[src/assert_macros.svh]
// Assertion macros used by the RTL.
`ifndef ASSERT_MACROS_SVH
`define ASSERT_MACROS_SVH

`ifndef SYNTHESIS

// Property holds at every clock edge outside reset.
`define ASSERT_CLK(label, clk, rst_n, prop) \
	label: assert property (@(posedge clk) disable iff (!rst_n) (prop)) \
		else $error("assertion failed");

// Expression never true at a clock edge outside reset.
`define ASSERT_NEVER(label, clk, rst_n, expr) \
	label: assert property (@(posedge clk) disable iff (!rst_n) !(expr)) \
		else $error("forbidden condition seen");

`else

`define ASSERT_CLK(label, clk, rst_n, prop)
`define ASSERT_NEVER(label, clk, rst_n, expr)

`endif

`endif

[src/hrc_pkg.sv]
package hrc_pkg;

	localparam int unsigned THR_W   = 23;
	localparam int unsigned CNT_W   = 16;
	localparam int unsigned POWER_W = 24;
	localparam int unsigned TRUN_W  = 4;
	localparam int unsigned MAXTO_W = 3;
	localparam int unsigned IDX_W   = 3;

	localparam int unsigned IN_TDATA_W  = 32;
	localparam int unsigned OUT_TDATA_W = 8;

	// Register reset values.
	localparam logic [THR_W-1:0]   ON_THRESHOLD_RST  = 23'd750;
	localparam logic [CNT_W-1:0]   ON_COUNT_RST      = 16'd50;
	localparam logic [THR_W-1:0]   OFF_THRESHOLD_RST = 23'd100;
	localparam logic [CNT_W-1:0]   OFF_COUNT_RST     = 16'd20;
	localparam logic [CNT_W-1:0]   TIMEOUT_TICKS_RST = 16'd120;
	localparam logic [MAXTO_W-1:0] MAX_TIMEOUTS_RST  = 3'd3;

	// Register indexes on the configuration port.
	localparam logic [IDX_W-1:0] REG_ON_THRESHOLD  = 3'd0;
	localparam logic [IDX_W-1:0] REG_ON_COUNT      = 3'd1;
	localparam logic [IDX_W-1:0] REG_OFF_THRESHOLD = 3'd2;
	localparam logic [IDX_W-1:0] REG_OFF_COUNT     = 3'd3;
	localparam logic [IDX_W-1:0] REG_TIMEOUT_TICKS = 3'd4;
	localparam logic [IDX_W-1:0] REG_MAX_TIMEOUTS  = 3'd5;

	// Beat kinds carried on tuser.
	localparam logic KIND_SAMPLE = 1'b0;
	localparam logic KIND_TICK   = 1'b1;

	typedef enum logic [1:0] {
		MODE_FORCE_OFF = 2'd0,
		MODE_FORCE_ON  = 2'd1,
		MODE_AUTO      = 2'd2
	} mode_t;

	function automatic logic [CNT_W-1:0] sat_inc_cnt(input logic [CNT_W-1:0] v);
		return (v == {CNT_W{1'b1}}) ? v : v + 1'b1;
	endfunction

	function automatic logic [TRUN_W-1:0] sat_inc_trun(input logic [TRUN_W-1:0] v);
		return (v == {TRUN_W{1'b1}}) ? v : v + 1'b1;
	endfunction

endpackage

[src/hysteresis_relay_controller_top.sv]
// Channel   Dir  Ports                   Payload
// s_axis    in   tvalid/tready/tdata/    tuser: kind; tdata: power, plug_state, mode
//                tuser
// m_axis    out  tvalid/tready/tdata     tdata: command_on, timed_out, fault
// cfg       in   cfg_we/cfg_index/       register index and write data, no read-back
//                cfg_data
//
// One beat is accepted per cycle while the output is not stalled; a beat is held in the input
// register and its result, if any, is then registered in the output register.
// The rate is set by the single state update per cycle on the run and timeout counters.
// Reset (arst_n low) restores the configuration, state and valid registers and clears the sticky fault.
// An unaccepted output beat stalls the input register, which then stalls s_axis.
// Once the fault is raised, beats are still accepted but are dropped without a result.
`include "assert_macros.svh"

module hysteresis_relay_controller_top
	import hrc_pkg::*;
(
	input  logic                   clk,
	input  logic                   arst_n,

	input  logic                   s_axis_tvalid,
	output logic                   s_axis_tready,
	// [23:0] power (signed), [24] plug_state, [26:25] mode, [31:27] zero
	input  logic [IN_TDATA_W-1:0]  s_axis_tdata,
	// [0] kind
	input  logic [0:0]             s_axis_tuser,

	output logic                   m_axis_tvalid,
	input  logic                   m_axis_tready,
	// [0] command_on, [1] timed_out, [2] fault, [7:3] zero
	output logic [OUT_TDATA_W-1:0] m_axis_tdata,

	input  logic                   cfg_we,
	input  logic [IDX_W-1:0]       cfg_index,
	input  logic [THR_W-1:0]       cfg_data
);

	// Configuration registers.
	logic [THR_W-1:0]   on_threshold_q;
	logic [CNT_W-1:0]   on_count_q;
	logic [THR_W-1:0]   off_threshold_q;
	logic [CNT_W-1:0]   off_count_q;
	logic [CNT_W-1:0]   timeout_ticks_q;
	logic [MAXTO_W-1:0] max_timeouts_q;

	always_ff @(posedge clk or negedge arst_n) begin
		if (!arst_n) begin
			on_threshold_q  <= ON_THRESHOLD_RST;
			on_count_q      <= ON_COUNT_RST;
			off_threshold_q <= OFF_THRESHOLD_RST;
			off_count_q     <= OFF_COUNT_RST;
			timeout_ticks_q <= TIMEOUT_TICKS_RST;
			max_timeouts_q  <= MAX_TIMEOUTS_RST;
		end else if (cfg_we) begin
			case (cfg_index)
				REG_ON_THRESHOLD:  on_threshold_q  <= cfg_data;
				REG_ON_COUNT:      on_count_q      <= cfg_data[CNT_W-1:0];
				REG_OFF_THRESHOLD: off_threshold_q <= cfg_data;
				REG_OFF_COUNT:     off_count_q     <= cfg_data[CNT_W-1:0];
				REG_TIMEOUT_TICKS: timeout_ticks_q <= cfg_data[CNT_W-1:0];
				REG_MAX_TIMEOUTS:  max_timeouts_q  <= cfg_data[MAXTO_W-1:0];
				default: ;
			endcase
		end
	end

	// Input register.
	logic               valid_s1;
	logic               kind_s1;
	logic [POWER_W-1:0] power_s1;
	logic               plug_s1;
	logic [1:0]         mode_s1;

	logic out_valid_q;
	logic advance;
	logic in_accept;

	assign advance       = !out_valid_q || m_axis_tready;
	assign s_axis_tready = !valid_s1 || advance;
	assign in_accept     = s_axis_tvalid && s_axis_tready;

	always_ff @(posedge clk or negedge arst_n) begin
		if (!arst_n) begin
			valid_s1 <= 1'b0;
		end else if (s_axis_tready) begin
			valid_s1 <= s_axis_tvalid;
		end
	end

	always_ff @(posedge clk) begin
		if (in_accept) begin
			kind_s1  <= s_axis_tuser[0];
			power_s1 <= s_axis_tdata[POWER_W-1:0];
			plug_s1  <= s_axis_tdata[POWER_W];
			mode_s1  <= s_axis_tdata[POWER_W+2:POWER_W+1];
		end
	end

	// Controller state.
	logic              relay_q;
	logic [CNT_W-1:0]  high_run_q;
	logic [CNT_W-1:0]  low_run_q;
	logic [CNT_W-1:0]  idle_ticks_q;
	logic [TRUN_W-1:0] timeout_run_q;
	logic              halted_q;

	logic              process;
	logic [CNT_W-1:0]  idle_inc;
	logic [TRUN_W-1:0] trun_inc;
	logic              tick_fire;
	logic              fault_now;
	logic              above;
	logic              below;
	logic [CNT_W-1:0]  high_nx;
	logic [CNT_W-1:0]  low_nx;
	logic              relay_nx;
	logic              emit;
	logic              res_cmd;
	logic              res_to;
	logic              res_fault;

	assign process   = valid_s1 && advance && !halted_q;
	assign idle_inc  = sat_inc_cnt(idle_ticks_q);
	assign trun_inc  = sat_inc_trun(timeout_run_q);
	// A zero timeout setting fires on every tick.
	assign tick_fire = !(idle_inc < timeout_ticks_q);
	assign fault_now = trun_inc > {1'b0, max_timeouts_q};

	// Signed sample against the unsigned thresholds, both seen as 24-bit signed.
	assign above = $signed(power_s1) > $signed({1'b0, on_threshold_q});
	assign below = $signed(power_s1) < $signed({1'b0, off_threshold_q});

	always_comb begin
		high_nx  = above ? sat_inc_cnt(high_run_q) : '0;
		low_nx   = below ? sat_inc_cnt(low_run_q) : '0;
		relay_nx = relay_q;
		case (mode_s1)
			MODE_FORCE_OFF: begin
				relay_nx = 1'b0;
				high_nx  = '0;
				low_nx   = '0;
			end
			MODE_FORCE_ON: begin
				relay_nx = 1'b1;
				high_nx  = '0;
				low_nx   = '0;
			end
			MODE_AUTO: begin
				if (low_nx >= off_count_q) begin
					relay_nx = 1'b0;
					high_nx  = '0;
				end else if (high_nx >= on_count_q) begin
					relay_nx = 1'b1;
					low_nx   = '0;
				end
			end
			default: ;
		endcase
	end

	always_comb begin
		if (kind_s1 == KIND_TICK) begin
			emit      = tick_fire;
			res_cmd   = 1'b0;
			res_to    = 1'b1;
			res_fault = fault_now;
		end else begin
			emit      = (relay_nx != relay_q) || (relay_nx != plug_s1);
			res_cmd   = relay_nx;
			res_to    = 1'b0;
			res_fault = 1'b0;
		end
	end

	always_ff @(posedge clk or negedge arst_n) begin
		if (!arst_n) begin
			relay_q       <= 1'b0;
			high_run_q    <= '0;
			low_run_q     <= '0;
			idle_ticks_q  <= '0;
			timeout_run_q <= '0;
			halted_q      <= 1'b0;
		end else if (process) begin
			if (kind_s1 == KIND_TICK) begin
				if (tick_fire) begin
					idle_ticks_q  <= '0;
					timeout_run_q <= trun_inc;
					relay_q       <= 1'b0;
					high_run_q    <= '0;
					low_run_q     <= '0;
					halted_q      <= fault_now;
				end else begin
					idle_ticks_q <= idle_inc;
				end
			end else begin
				idle_ticks_q  <= '0;
				timeout_run_q <= '0;
				high_run_q    <= high_nx;
				low_run_q     <= low_nx;
				relay_q       <= relay_nx;
			end
		end
	end

	// Output register.
	logic cmd_q;
	logic timed_out_q;
	logic fault_q;

	always_ff @(posedge clk or negedge arst_n) begin
		if (!arst_n) begin
			out_valid_q <= 1'b0;
		end else if (advance) begin
			out_valid_q <= process && emit;
		end
	end

	always_ff @(posedge clk) begin
		if (process && emit) begin
			cmd_q       <= res_cmd;
			timed_out_q <= res_to;
			fault_q     <= res_fault;
		end
	end

	assign m_axis_tvalid = out_valid_q;
	assign m_axis_tdata  = {{(OUT_TDATA_W-3){1'b0}}, fault_q, timed_out_q, cmd_q};

	// The fault is sticky until reset.
	`ASSERT_CLK(a_halt_sticky, clk, arst_n, halted_q |=> halted_q)
	// A faulted result is always an off command caused by a timeout.
	`ASSERT_CLK(a_fault_beat, clk, arst_n,
		(out_valid_q && fault_q) |-> (timed_out_q && !cmd_q))
	// Emitting a fault result halts the controller on the same edge.
	`ASSERT_CLK(a_fault_halts, clk, arst_n,
		(process && emit && res_fault) |=> halted_q)
	// A beat held in the input register is not dropped while the output stalls.
	`ASSERT_CLK(a_s1_kept, clk, arst_n, (valid_s1 && !advance) |=> valid_s1)
	// No state update happens once halted.
	`ASSERT_NEVER(a_no_work_halted, clk, arst_n, process && halted_q)

endmodule

[config.mk]
export PLATFORM = sky130hd
export DESIGN_NAME = hysteresis_relay_controller_top
export DESIGN_NICKNAME = d
export VERILOG_FILES = /design/src/hrc_pkg.sv /design/src/hysteresis_relay_controller_top.sv
export VERILOG_INCLUDE_DIRS = /design/src /design/src/src
export SDC_FILE = /design/constraint.sdc
export NUM_CORES = 1
export LEC_CHECK = 0
export BUFFER_PORTS_ARGS = -buffer_cell sky130_fd_sc_hd__buf_2
export CORE_ASPECT_RATIO = 1.75
export CORE_MARGIN = 5
export CORE_UTILIZATION = 35
export CTS_BUF_LIST = sky130_fd_sc_hd__clkbuf_4 sky130_fd_sc_hd__clkbuf_8 sky130_fd_sc_hd__clkbuf_16
export CTS_CLUSTER_DIAMETER = 100
export DETAILED_ROUTE_END_ITERATION = 12
export HOLD_SLACK_MARGIN = 0.12
export PLACE_DENSITY_LB_ADDON = 0.2
export SETUP_SLACK_MARGIN = 0.2
export SYNTH_ARGS = -nofsm -noshare
export SYNTH_HDL_FRONTEND = slang
export SYNTH_SLANG_ARGS = --single-unit
[constraint.sdc]
create_clock -name clk -period 8.8 [get_ports clk]
set_clock_uncertainty 0.1 [all_clocks]
set_input_delay 0.44 -clock clk [delete_from_list [all_inputs] [get_ports clk]]
set_output_delay 0.44 -clock clk [all_outputs]
set_load 0.05 [all_outputs]
==> impl_metrics.csv <==
group,metric,value,unit
floorplan,io_pins,74,
grt,grt-ovfl-total,0,
floorplan,rows,84,
place,place_congestion,0.8154,
clock_tree,cts-resized-gates,0,
setup_path,crit_path_max_incr_delay,0.73,ns
setup_path,cp.arrival,6.11,ns
place,hpwl,19400,um
clock_tree,insertion_delay,0.45,ns
sta,slew_viol_final,0,
sta,maxSlewHeadroom,27.86,%
logic_synthesis,synth_most_common_cell,"dfrtp_1",
drt,first_pass_iters,7,
sta,post-route-period-util,66.22,%
setup_path,r2r-end,"low_run_q[0]$_DFFE_PN0P_",
logic_synthesis,synth_edf_count,31,
clock_tree,clk_pin_slew,0.07,ns
place,dp_slack,3.002,ns
floorplan,core_area,29950,um2
logic_synthesis,synthArstFlopShare,83.15,%
clock_tree,tritoncts,"built",
setup_path,rr_startpoint,"power_s1[20]$_DFFE_PP_",
grt,grtUsageMet3,2.368,%
job,maxCapViolCount,0,
floorplan,die_area,33940,um2
grt,use_met1,18.13,%
drt,drt_iter0_drc,448,
floorplan,die_h,240,um
logic_synthesis,synth_top_cell_by_area,"dfrtp_1",
clock_tree,numCtsBuffers,17,
clock_tree,hold_buffers,37,
logic_synthesis,avgSynthCellArea,9.715,um2
setup_path,path_class,"reg2reg",
power,p_total,2.482,mW
drt,vias_per_cell,5.120,
worst_hold_path,hold_end,"on_count_q[4]$_DFFE_PN1P_",
cells_and_area,fill_cells,2907,
grt,grt_pass1_wl,42960,um
cells_and_area,multiInputGateArea,5182,um2
grt,grtUsageMet2,30.55,%
cells_and_area,n_antenna_cell,0,
power,powerDensity,203.1,nW/um2
sta,fmax,171.6,MHz
setup_path,r2r_cells,16,
setup_path,crit_chain,"ha_1 -> nand4_1 -> or4b_1 -> nor4_1 -> a21boi_0 -> o41a_1 -> buf_4 -> a21boi_0 -> ha_1 -> o21a_1 -> o211ai_1 -> a211oi_1 -> a2111oi_2 -> nor4_2 -> nor3_2 -> a32o_1",
sta,finalHoldViolations,0,
floorplan,initial_core_util,35.32,%
logic_synthesis,syn_area,10580,um2
cells_and_area,final_net_count,1339,
grt,antenna_found_initial,1,
logic_synthesis,synth_top_area_share,31.22,%
grt,grtUsageTotal,16.30,%
logic_synthesis,netlist_top_cells_count,"dfrtp_1 (132), nand2_1 (121), inv_1 (105)",
place,io_buffer_count,63,
clock_tree,cts.path.max_buffers,2,
clock_tree,clock_sinks,184,
sta,whs,0.1697,ns
logic_synthesis,synthCells,1089,
cells_and_area,regArea,4786,um2
clock_tree,post-cts-setup-buffer-count,0,
worst_hold_path,hold_depth,3,
floorplan,fp.dieW,141.4,um
drt,vias,8069,
outcome,status,"finished clean",
grt,grt_pass1_vias,8012,
drt,drt-total-wl,26910,um
cells_and_area,drive_gt1_share,13.62,%
sta,rsz0062_at_grt,"false",
power,cellLeakagePower,5.513,nW
setup_path,r2r_slack,2.97,ns
drt,ant_nets,0,
logic_synthesis,synth_area_leaders,"dfrtp_1 (31%), ha_1 (12%), edfxtp_1 (8.8%), dfstp_2 (5.2%), o21ai_0 (4.8%)",
sta,setup_violations,0,
logic_synthesis,ys_types,69,
setup_path,cp_max_fo,43,
logic_synthesis,yosysSeqAreaShare,45.23,%
sta,fin_crit,5.827,ns
logic_synthesis,synthFlopType,"dfrtp_1",
logic_synthesis,ys_warn_count,0,
worst_hold_path,hold_start,"cfg_data[4]",
setup_path,worstPathRequired,9.08,ns
setup_path,worst_path_max_delay_cell,"nor3_2",
clock_tree,cts_root_buf,"clkbuf_16",
setup_path,end_kind,"flip-flop",
sta,setup-tns-final,0,ns
sta,fin_ws,2.973,ns
clock_tree,h-tree-depth,4,
sta,worst_slew_pin_slew,1.082,ns
logic_synthesis,synth_seq_cells,184,
setup_path,critPathLaunchType,"flip-flop",
power,vdd_drop_max,0.1416,mV
worst_hold_path,hp-class,"in2reg",
cells_and_area,syn_to_final_growth,15.52,%
drt,wl_per_cell,17.07,um
grt,grt_max_degree,83,
drt,drc,0,
grt,grt-busiest-layer,"met2",
==> logic make-up (layout without fill, tap and decap cells) <==
logic type                 count (synthesis)  in the layout  share of synthesized area [%]
DFF                                      184            184                          45.23
AOI/OAI and AO/OA                        279            279                          16.76
adders and majority gates                 99             99                          11.71
and+or+nand+nor                          318            318                          14.81
xor gates and xnor gates                  27             27                          2.235
muxes                                     30             30                          3.134
other                                      1              5                        0.03544
buffers and inverters                    151            247                          6.090
==> final cells by class <==
cell class                 count  area share, %
tap                          387          3.962
sequential                   184          39.16
multi-input combinational    758          42.40
timing repair buffer         110          6.276
clock inverter                 8         0.5835
inverter                     105          3.225
clock buffer                  24          4.392
==> state kept, by name, summed over array words and instances (netlist names), 2 cells and up <==
register and cells:
timeout_ticks_q 16, off_threshold_q 23, timeout_run_q 4, idle_ticks_q 16, on_count_q 16, on_threshold_q 23, power_s1 24, mode_s1 2
low_run_q 16, off_count_q 16, high_run_q 16, max_timeouts_q 3
==> per-layer routing <==
layer,up-vias,wire [um]
li1,4038,-
met1,3848,10860
met2,142,14470
met3,39,743
met4,2,826
met5,-,7
==> critical path: cells and delay by family (launching register included) <==
family | cells | cell delay [ns]
DFF | 1 | 0.41
and+or+nand+nor | 5 | 1.99
AOI/OAI and AO/OA | 8 | 2.22
buffers and inverters | 1 | 0.36
adders and majority gates | 2 | 0.65
==> power by group <==
part	internal, mW	total, mW	switching, mW
Combinational	0.243	0.598	0.354
Sequential	1.01	1.09	0.0758
Clock	0.437	0.795	0.359
Total	1.69	2.48	0.789
==> cells in the final DEF, fill, tap and decap left out, types with 25 or more instances in the layout <==
| cell type | netlist | final |
|---|---|---|
| a21oi_1 | 51 | 51 |
| a22o_1 | 30 | 30 |
| buf_2 | 5 | 62 |
| dfrtp_1 | 132 | 132 |
| dlygate4sd3_1 | 0 | 37 |
| edfxtp_1 | 31 | 31 |
| ha_1 | 99 | 99 |
| inv_1 | 105 | 105 |
| mux2_2 | 25 | 25 |
| nand2_1 | 121 | 121 |
| nand3_1 | 45 | 45 |
| nor2_1 | 50 | 49 |
| o21ai_0 | 102 | 101 |
==> how the worst max path moves through the flow <==
stage	cells past startpoint	startpoint	endpoint
floorplan	17	power_s1[20]$_DFFE_PP_	cmd_q$_SDFFCE_PP0P_
global placement	16	power_s1[20]$_DFFE_PP_	low_run_q[0]$_DFFE_PN0P_
detailed placement	16	power_s1[20]$_DFFE_PP_	low_run_q[0]$_DFFE_PN0P_
CTS	16	power_s1[20]$_DFFE_PP_	low_run_q[0]$_DFFE_PN0P_
global route	16	power_s1[20]$_DFFE_PP_	low_run_q[0]$_DFFE_PN0P_
finish	16	power_s1[20]$_DFFE_PP_	low_run_q[0]$_DFFE_PN0P_
==> stage by stage <==
stage               instances  utilization, %  instance area (um2)
global route             1576           40.80                12220
floorplan                1093               -                10600
detailed placement       1507           37.54                11240
CTS                      1576           40.80                12220
finish                   1576           40.80                12220
global placement         1507           37.54                11240
Power figures use the tool's default switching activity.
